===== src/cst_pkg.sv =====
`timescale 1ns / 1ps
// Shared constants, codes and types for the counting semaphore table.
// No dependencies; used by counting_semaphore_table and the testbench.
package cst_pkg;

  localparam int NUM_SEMAPHORES  = 16;
  localparam int WAITER_DEPTH    = 16;
  localparam int PROCESS_ID_BITS = 8;

  localparam int SEM_BITS    = (NUM_SEMAPHORES > 1) ? $clog2(NUM_SEMAPHORES) : 1;
  localparam int QHEAD_BITS  = (WAITER_DEPTH > 1) ? $clog2(WAITER_DEPTH) : 1;
  localparam int WAITER_ENTRIES = NUM_SEMAPHORES * WAITER_DEPTH;
  localparam int WADDR_BITS  = (WAITER_ENTRIES > 1) ? $clog2(WAITER_ENTRIES) : 1;
  localparam int WLEFT_BITS  = $clog2(WAITER_DEPTH + 1);
  localparam int COUNT_BITS  = 9;
  localparam int SEM_WORD_BITS = COUNT_BITS + QHEAD_BITS;

  typedef logic signed [COUNT_BITS-1:0] count_t;

  localparam count_t COUNT_MAX = count_t'(255);
  localparam count_t COUNT_MIN = count_t'(-WAITER_DEPTH);

  localparam logic [1:0] OP_INIT    = 2'd0;
  localparam logic [1:0] OP_WAIT    = 2'd1;
  localparam logic [1:0] OP_POST    = 2'd2;
  localparam logic [1:0] OP_DESTROY = 2'd3;

  localparam logic [2:0] KIND_GRANTED = 3'd0;
  localparam logic [2:0] KIND_BLOCKED = 3'd1;
  localparam logic [2:0] KIND_NOSEM   = 3'd2;
  localparam logic [2:0] KIND_FULL    = 3'd3;
  localparam logic [2:0] KIND_ACK     = 3'd4;
  localparam logic [2:0] KIND_WAKE    = 3'd5;

endpackage


===== src/cst_ram.sv =====
`timescale 1ns / 1ps
// Generic single-write, single-read RAM with a registered read port.
// No dependencies.
module cst_ram #(
  parameter int WIDTH = 8,
  parameter int DEPTH = 16
) (
  input  logic                                      clk,
  input  logic                                      wr_en,
  input  logic [((DEPTH > 1) ? $clog2(DEPTH) : 1)-1:0] wr_addr,
  input  logic [WIDTH-1:0]                          wr_data,
  input  logic                                      rd_en,
  input  logic [((DEPTH > 1) ? $clog2(DEPTH) : 1)-1:0] rd_addr,
  output logic [WIDTH-1:0]                          rd_data
);

  logic [WIDTH-1:0] mem [DEPTH];

  always_ff @(posedge clk) begin
    if (wr_en) begin
      mem[wr_addr] <= wr_data;
    end
    if (rd_en) begin
      rd_data <= mem[rd_addr];
    end
  end

endmodule


===== src/counting_semaphore_table.sv =====
`timescale 1ns / 1ps
// Counting semaphore table with a FIFO of waiting process ids per semaphore.
// Depends on cst_pkg and cst_ram.
//
//  Channel  Direction  Ports                       Contents
//  in_      slave      tvalid/tready/tdata/tuser   one request
//  out_     master     tvalid/tready/tdata/tuser/  one result, tlast on the final
//                      tlast                       result of a request
//
// Init, wait and post without a waiter: accept with the count/head RAM read, then
// execute and write back. Post that wakes a waiter reads its id, wakes it and acks;
// destroy reads and wakes each waiter, then acks, paced by the waiter RAM read port.
// Reset clears the presence bits in flip-flops; no clearing pass is needed.
// A stalled output holds the request in its current step; input is taken only
// when the previous request has handed its last result to the output register.
module counting_semaphore_table (
  input  logic        clk,
  input  logic        rst_n,
  input  logic        in_tvalid,
  output logic        in_tready,
  input  logic [23:0] in_tdata,   // [3:0] sem_index, [11:4] process, [19:12] init_value
  input  logic [1:0]  in_tuser,   // [1:0] operation
  output logic        out_tvalid,
  input  logic        out_tready,
  output logic [7:0]  out_tdata,  // [7:0] target_process
  output logic [2:0]  out_tuser,  // [2:0] kind
  output logic        out_tlast
);

  localparam logic [2:0] ST_IDLE = 3'd0;
  localparam logic [2:0] ST_EXEC = 3'd1;
  localparam logic [2:0] ST_RD   = 3'd2;
  localparam logic [2:0] ST_EMIT = 3'd3;
  localparam logic [2:0] ST_ACK  = 3'd4;

  // request registers
  logic [2:0]                           state_r, state_nxt;
  logic [1:0]                           op_r;
  logic [cst_pkg::SEM_BITS-1:0]         idx_r;
  logic                                 in_range_r;
  logic [cst_pkg::PROCESS_ID_BITS-1:0]  proc_r;
  logic [7:0]                           ival_r;
  logic [cst_pkg::NUM_SEMAPHORES-1:0]   present_r, present_nxt;
  logic [cst_pkg::QHEAD_BITS-1:0]       walk_pos_r, walk_pos_nxt;
  logic [cst_pkg::WLEFT_BITS-1:0]       walk_left_r, walk_left_nxt;

  // output register
  logic       out_valid_r;
  logic [2:0] out_kind_r;
  logic [7:0] out_proc_r;
  logic       out_last_r;

  logic       in_fire;
  logic       out_load;
  logic       emit_v;
  logic [2:0] emit_kind;
  logic [7:0] emit_proc;
  logic       emit_last;

  // memories
  logic                                sem_wr_en;
  logic [cst_pkg::SEM_WORD_BITS-1:0]   sem_wr_data;
  logic [cst_pkg::SEM_WORD_BITS-1:0]   sem_rd_data;
  logic                                wt_wr_en;
  logic [cst_pkg::WADDR_BITS-1:0]      wt_wr_addr;
  logic                                wt_rd_en;
  logic [cst_pkg::WADDR_BITS-1:0]      wt_rd_addr;
  logic [cst_pkg::PROCESS_ID_BITS-1:0] wt_rd_data;

  cst_pkg::count_t                     count_q, count_new;
  logic [cst_pkg::QHEAD_BITS-1:0]      head_q, head_new;
  logic [cst_pkg::COUNT_BITS-1:0]      waiters;
  logic                                exists;

  function automatic logic [cst_pkg::QHEAD_BITS-1:0] queue_wrap(
    input logic [cst_pkg::QHEAD_BITS:0] sum
  );
    logic [cst_pkg::QHEAD_BITS:0] depth;
    depth = (cst_pkg::QHEAD_BITS+1)'(cst_pkg::WAITER_DEPTH);
    if (sum >= depth) begin
      return cst_pkg::QHEAD_BITS'(sum - depth);
    end
    return cst_pkg::QHEAD_BITS'(sum);
  endfunction

  function automatic logic [cst_pkg::WADDR_BITS-1:0] waiter_addr(
    input logic [cst_pkg::SEM_BITS-1:0]   sem,
    input logic [cst_pkg::QHEAD_BITS-1:0] pos
  );
    return cst_pkg::WADDR_BITS'(32'(sem) * cst_pkg::WAITER_DEPTH + 32'(pos));
  endfunction

  assign in_tready = (state_r == ST_IDLE);
  assign in_fire   = in_tvalid && in_tready;
  assign out_load  = !out_valid_r || out_tready;

  assign count_q = cst_pkg::count_t'(sem_rd_data[cst_pkg::SEM_WORD_BITS-1:cst_pkg::QHEAD_BITS]);
  assign head_q  = sem_rd_data[cst_pkg::QHEAD_BITS-1:0];
  assign waiters = cst_pkg::COUNT_BITS'(-count_q);
  assign exists  = in_range_r && present_r[idx_r];

  cst_ram #(
    .WIDTH (cst_pkg::SEM_WORD_BITS),
    .DEPTH (cst_pkg::NUM_SEMAPHORES)
  ) u_sem_ram (
    .clk     (clk),
    .wr_en   (sem_wr_en),
    .wr_addr (idx_r),
    .wr_data (sem_wr_data),
    .rd_en   (in_fire),
    .rd_addr (cst_pkg::SEM_BITS'(in_tdata[3:0])),
    .rd_data (sem_rd_data)
  );

  cst_ram #(
    .WIDTH (cst_pkg::PROCESS_ID_BITS),
    .DEPTH (cst_pkg::WAITER_ENTRIES)
  ) u_waiter_ram (
    .clk     (clk),
    .wr_en   (wt_wr_en),
    .wr_addr (wt_wr_addr),
    .wr_data (proc_r),
    .rd_en   (wt_rd_en),
    .rd_addr (wt_rd_addr),
    .rd_data (wt_rd_data)
  );

  assign sem_wr_data = {count_new, head_new};
  assign wt_rd_addr  = waiter_addr(idx_r, walk_pos_r);
  assign wt_rd_en    = (state_r == ST_RD);

  always_comb begin
    state_nxt     = state_r;
    present_nxt   = present_r;
    walk_pos_nxt  = walk_pos_r;
    walk_left_nxt = walk_left_r;
    emit_v        = 1'b0;
    emit_kind     = cst_pkg::KIND_ACK;
    emit_proc     = 8'd0;
    emit_last     = 1'b1;
    sem_wr_en     = 1'b0;
    count_new     = count_q;
    head_new      = head_q;
    wt_wr_en      = 1'b0;
    wt_wr_addr    = waiter_addr(idx_r,
                      queue_wrap({1'b0, head_q} + (cst_pkg::QHEAD_BITS+1)'(waiters)));

    unique case (state_r)
      ST_IDLE: begin
        if (in_fire) begin
          state_nxt = ST_EXEC;
        end
      end

      ST_EXEC: begin
        unique case (op_r)
          cst_pkg::OP_INIT: begin
            emit_v = 1'b1;
            if (out_load) begin
              state_nxt = ST_IDLE;
              if (in_range_r && !present_r[idx_r]) begin
                present_nxt[idx_r] = 1'b1;
                sem_wr_en          = 1'b1;
                count_new          = cst_pkg::count_t'({1'b0, ival_r});
                head_new           = '0;
              end
            end
          end

          cst_pkg::OP_WAIT: begin
            emit_v    = 1'b1;
            emit_proc = 8'(proc_r);
            if (!exists) begin
              emit_kind = cst_pkg::KIND_NOSEM;
            end else if (count_q > 0) begin
              emit_kind = cst_pkg::KIND_GRANTED;
              count_new = count_q - cst_pkg::count_t'(1);
              sem_wr_en = out_load;
            end else if (32'(waiters) >= cst_pkg::WAITER_DEPTH) begin
              emit_kind = cst_pkg::KIND_FULL;
            end else begin
              emit_kind = cst_pkg::KIND_BLOCKED;
              count_new = count_q - cst_pkg::count_t'(1);
              sem_wr_en = out_load;
              wt_wr_en  = out_load;
            end
            if (out_load) begin
              state_nxt = ST_IDLE;
            end
          end

          cst_pkg::OP_POST: begin
            if (exists && count_q < 0) begin
              // pop the head waiter now, read its id in the walk
              sem_wr_en     = 1'b1;
              count_new     = count_q + cst_pkg::count_t'(1);
              head_new      = queue_wrap({1'b0, head_q} + 1'b1);
              walk_pos_nxt  = head_q;
              walk_left_nxt = cst_pkg::WLEFT_BITS'(1);
              state_nxt     = ST_RD;
            end else begin
              emit_v = 1'b1;
              if (out_load) begin
                state_nxt = ST_IDLE;
                if (exists && count_q < cst_pkg::COUNT_MAX) begin
                  sem_wr_en = 1'b1;
                  count_new = count_q + cst_pkg::count_t'(1);
                end
              end
            end
          end

          cst_pkg::OP_DESTROY: begin
            if (!exists) begin
              emit_v    = 1'b1;
              emit_kind = cst_pkg::KIND_NOSEM;
              if (out_load) begin
                state_nxt = ST_IDLE;
              end
            end else begin
              present_nxt[idx_r] = 1'b0;
              walk_pos_nxt       = head_q;
              if (count_q < 0) begin
                walk_left_nxt = (32'(waiters) > cst_pkg::WAITER_DEPTH) ?
                                cst_pkg::WLEFT_BITS'(cst_pkg::WAITER_DEPTH) :
                                cst_pkg::WLEFT_BITS'(waiters);
                state_nxt     = ST_RD;
              end else begin
                walk_left_nxt = '0;
                state_nxt     = ST_ACK;
              end
            end
          end

          default: begin
            state_nxt = ST_IDLE;
          end
        endcase
      end

      ST_RD: begin
        state_nxt = ST_EMIT;
      end

      ST_EMIT: begin
        emit_v    = 1'b1;
        emit_kind = cst_pkg::KIND_WAKE;
        emit_proc = 8'(wt_rd_data);
        emit_last = 1'b0;
        if (out_load) begin
          walk_pos_nxt  = queue_wrap({1'b0, walk_pos_r} + 1'b1);
          walk_left_nxt = walk_left_r - 1'b1;
          state_nxt     = (walk_left_r == cst_pkg::WLEFT_BITS'(1)) ? ST_ACK : ST_RD;
        end
      end

      ST_ACK: begin
        emit_v = 1'b1;
        if (out_load) begin
          state_nxt = ST_IDLE;
        end
      end

      default: begin
        state_nxt = ST_IDLE;
      end
    endcase
  end

  always_ff @(posedge clk) begin
    if (!rst_n) begin
      state_r     <= ST_IDLE;
      present_r   <= '0;
      out_valid_r <= 1'b0;
    end else begin
      state_r   <= state_nxt;
      present_r <= present_nxt;
      if (out_load) begin
        out_valid_r <= emit_v;
      end
    end
  end

  always_ff @(posedge clk) begin
    if (in_fire) begin
      op_r       <= in_tuser;
      idx_r      <= cst_pkg::SEM_BITS'(in_tdata[3:0]);
      in_range_r <= (32'(in_tdata[3:0]) < cst_pkg::NUM_SEMAPHORES);
      proc_r     <= cst_pkg::PROCESS_ID_BITS'(in_tdata[11:4]);
      ival_r     <= in_tdata[19:12];
    end
    walk_pos_r  <= walk_pos_nxt;
    walk_left_r <= walk_left_nxt;
    if (out_load && emit_v) begin
      out_kind_r <= emit_kind;
      out_proc_r <= emit_proc;
      out_last_r <= emit_last;
    end
  end

  assign out_tvalid = out_valid_r;
  assign out_tdata  = out_proc_r;
  assign out_tuser  = out_kind_r;
  assign out_tlast  = out_last_r;

  // walk steps always have a waiter left to read
  assert property (@(posedge clk) disable iff (!rst_n)
    (state_r == ST_RD || state_r == ST_EMIT) |-> (walk_left_r != '0))
    else $error("waiter walk running with nothing left");

  // a destroyed semaphore is already gone while its waiters are woken
  assert property (@(posedge clk) disable iff (!rst_n)
    ((state_r == ST_RD || state_r == ST_EMIT || state_r == ST_ACK) &&
     op_r == cst_pkg::OP_DESTROY) |-> !present_r[idx_r])
    else $error("destroyed semaphore still marked present");

  // a live count never drops below minus the queue depth
  assert property (@(posedge clk) disable iff (!rst_n)
    (state_r == ST_EXEC && exists) |-> (count_q >= cst_pkg::COUNT_MIN))
    else $error("semaphore count below queue depth");

  // loading the final result of a request returns the sequencer to idle
  assert property (@(posedge clk) disable iff (!rst_n)
    (out_load && emit_v && emit_last) |=> (state_r == ST_IDLE))
    else $error("final result without return to idle");

endmodule


===== config.mk =====
export PLATFORM = sky130hd
export DESIGN_NAME = counting_semaphore_table
export DESIGN_NICKNAME = d
export VERILOG_FILES = /design/src/cst_pkg.sv /design/src/cst_ram.sv /design/src/counting_semaphore_table.sv
export SDC_FILE = /design/constraint.sdc
export NUM_CORES = 2
export LEC_CHECK = 0
export BUFFER_PORTS_ARGS = -buffer_cell sky130_fd_sc_hd__buf_2
export CAP_MARGIN = 20
export CORE_MARGIN = 2
export CORE_UTILIZATION = 33
export DETAILED_ROUTE_END_ITERATION = 10
export MAX_ROUTING_LAYER = met4
export PLACE_DENSITY = 0.49
export SLEW_MARGIN = 40
export SYNTH_ARGS = -nofsm -noshare
export SYNTH_HDL_FRONTEND = slang
export SYNTH_SLANG_ARGS = --single-unit

===== constraint.sdc =====
create_clock -name clk -period 13.6 [get_ports clk]
set_input_delay 1.36 -clock clk [delete_from_list [all_inputs] [get_ports clk]]
set_output_delay 1.36 -clock clk [all_outputs]
set_load 0.01 [all_outputs]

==> flow_summary.json <==
{
  "status": "finished clean",
  "fin_tns_setup_ns": 0,
  "synth_edf_count": 2320,
  "synth_top_area_frac": 0.759,
  "yosysUniqueCellTypes": 76,
  "drv_slew": 0,
  "relSlewSlack": 0.366,
  "fillerInstances": 25100,
  "multi_input_area_um2": 21000,
  "clk_pin_slew_ns": 0.06,
  "viasPerCell": 5.34,
  "drc": 0,
  "dpl.hpwl_um": 150000,
  "register_area_um2": 70100,
  "cp_top_family": "buffers and inverters",
  "wl_per_cell_um": 30.6,
  "power-per-cell-area_nw_per_um2": 144,
  "io_pins": 44,
  "clk_latency_ns": 0.87,
  "dr.pass1.iters": 6,
  "antenna_found_initial": 11,
  "synth_cells": 4232,
  "pwr-share-comb": 0.051,
  "grt_pass1_wl_um": 353000,
  "overflow": 0,
  "cp_data_arrival_time_ns": 6.22,
  "synth.most_common_cell": "edfxtp_1",
  "fmax_ghz": 0.178,
  "maxCapViolCount": 0,
  "start_kind": "flop",
  "leakage_uw": 0.0316,
  "die_area_um2": 282000,
  "clkSinkCount": 2340,
  "grt_max_degree": 194,
  "cts_setup_buffers": 0,
  "path_buf_inv": 4,
  "fin_crit_ns": 5.62,
  "share_seq_of_total_power": 0.530,
  "grt_pass1_vias": 44300,
  "ant_nets": 0,
  "routed_wl_um": 254000,
  "root_buffer": "clkbuf_16",
  "p_sw_frac": 0.223,
  "rr_endpoint": "u_waiter_ram.rd_data[0]",
  "hold_depth": 2,
  "path_common_cell": "buf_4",
  "post_cts_resized": 0,
  "yosysSeqAreaShare": 0.764,
  "start_util": 0.332,
  "pre_cts_ws_ns": 7.94,
  "num-nets-final": 4434,
  "syn-num-nets": 4274,
  "cpPeakStageDelay_ns": 0.75,
  "reg2regPathDepth": 10,
  "final.setup_skew_ns": 0.0379,
  "synthTopCellsByCount": "edfxtp_1, mux4_2, nor2_1",
  "cp.required_ns": 14.19,
  "peakVddDrop_mv": 0.137,
  "port_buffers": 39,
  "cts_hold_buf": 0,
  "die_w_um": 531,
  "synthToLayoutAreaGrowth_pct": 14.1,
  "met3_usage": 0.0281,
  "internal_power_uw": 11700,
  "clock_power_share": 0.419,
  "yosys-top-cells-area": "edfxtp_1, mux4_2, nor2_1",
  "die_y_um": 531,
  "end_kind": "flop",
  "r2r_slack_ns": 7.98,
  "rsz0062_at_grt": "false",
  "yosysWarnings": 0,
  "p_sw_uw": 3370,
  "clockBufferDepth": 3,
  "rows": 193,
  "final_area_um2": 105000,
  "setup_viol": 0,
  "cts_tree": "built",
  "crit_chain": "buf_12 > buf_16 > buf_4 > buf_4 > mux4_2 > mux2i_1 > o32ai_1 > nor3_1 > nand3_1 > or4_1",
  "worstMarginPinSlew_ns": 0.951,
  "grt.total_usage": 0.184,
  "async_flop_share": 0,
  "fin_ws_ns": 7.98,
  "drt_iter0_drc": 5327,
  "fin_util": 0.379,
  "hold_path.class": "flop to flop",
  "drive_gt1_frac": 0.294,
  "grt-busiest-layer": "met2",
  "synth_top_cell_by_area": "edfxtp_1",
  "cp_slowest_cell": "edfxtp_1",
  "hold_viol_final": 0,
  "gp_congestion": 0.860,
  "synth_ff_type": "edfxtp_1",
  "worst_r2r_startpoint": "walk_pos_r[0]",
  "cts_made_buffers": 240,
  "crit_fanout": 59,
  "grtUsageMet2": 0.277,
  "synth_area_um2": 91700,
  "dpl_cell_area_um2": 96800,
  "synth_area_per_cell_um2": 21.7,
  "period_share": 0.413,
  "core_area_um2": 276000,
  "vias": 44300,
  "grt_use_met1": 0.264,
  "synth-seq-cells": 2340,
  "path_class": "flop to flop",
  "h-tree-depth": 4
}
-- cell usage in the layout (no fill, tap or decap), types with 16 or more instances in the layout --
| cell type | n |
|---|---|
| buf_2 | 39 |
| nor2_2 | 156 |
| o21ai_0 | 18 |
| nor3_1 | 27 |
| edfxtp_1 | 2320 |
| nand2_1 | 100 |
| nand2_2 | 19 |
| clkbuf_16 | 245 |
| a21oi_1 | 51 |
| buf_4 | 84 |
| clkbuf_1 | 73 |
| mux4_2 | 647 |
| a22oi_1 | 55 |
| clkinv_2 | 37 |
| dfxtp_1 | 20 |
| a22o_1 | 17 |
| buf_12 | 16 |
| clkinv_1 | 58 |
| mux2i_1 | 84 |
| nor2_1 | 163 |
| nand3_1 | 25 |
| o22ai_1 | 23 |
| a31oi_1 | 16 |
-- per-layer routing --
metal | wire length, um | part of all wire
met2 | 118000 | 0.47
met1 | 114000 | 0.45
met3 | 15600 | 0.061
met5 | 0 | 0
met4 | 5620 | 0.022
-- stage by stage --
step           hold slack [ns]  power [uW]  std cells
2_1_floorplan            0.506        8500       4232
3_3_place_gp             0.519        8880       7838
3_5_place_dp             0.532        8910       7849
6_report                 0.541       15100       8299
5_1_grt                  0.596       15500       8298
4_1_cts                  0.546       15200       8291
-- logic make-up after synthesis --
kind of cell	synth area share
compound gates	0.0201
flops	0.764
simple gates	0.0293
xor+xnor	0.00115
buf+inv	0.0146
mux	0.169
fa+ha+maj	0.00172
-- worst max-delay path by stage --
stage | depth (start not counted) | end | slack [ns] | start
after CTS | 9 | u_waiter_ram.rd_data[7] | 7.96 | walk_pos_r[0]
after global placement | 9 | u_waiter_ram.rd_data[7] | 7.89 | walk_pos_r[0]
final | 10 | u_waiter_ram.rd_data[0] | 7.98 | walk_pos_r[0]
after floorplan | 16 | u_sem_ram.mem[10][0] | 8.84 | u_sem_ram.rd_data[4]
after detailed placement | 9 | u_waiter_ram.rd_data[7] | 7.94 | walk_pos_r[0]
after global routing | 10 | u_waiter_ram.rd_data[7] | 7.67 | walk_pos_r[0]
-- state kept, by name, indices dropped and copies added, names as in the netlist, 2 cells and up, named ones only --
register / flops
walk_left_r: 5
state_r: 3
u_sem_ram.rd_data: 13
walk_pos_r: 4
out_tuser: 3
u_sem_ram.mem: 208
out_tdata: 8
ival_r: 8
op_r: 2
u_waiter_ram.mem: 2048
idx_r: 4
proc_r: 8
u_waiter_ram.rd_data: 8
-- cell type report --
cell class | count | share of cell area
timing repair buffer | 161 | 0.0143
multi-input combinational | 1633 | 0.201
tap | 3705 | 0.0443
sequential | 2340 | 0.669
clock buffer | 321 | 0.0616
clock inverter | 121 | 0.00964
inverter | 16 | 0.000574
antenna | 2 | 0.0000478
-- power groups by stage --
| stage | clock [uW] | combinational (uW) | sequential (uW) |
|---|---|---|---|
| finish | 6330 | 766 | 8000 |
| global route | 6740 | 795 | 7990 |
| CTS | 6470 | 758 | 8000 |
| detailed placement | 0 | 755 | 8150 |
| global placement | 0 | 723 | 8150 |
| floorplan | 0 | 274 | 8220 |
-- worst register-to-register path, delay by kind of cell (launching register included) --
family | cells | cell delay (ns)
DFF | 1 | 0.75
and+or+nand+nor | 3 | 0.85
muxes | 2 | 1.22
buffers and inverters | 4 | 2.11
AOI/OAI and AO/OA | 1 | 0.43
No activity file was read; power rests on OpenSTA's default activity.
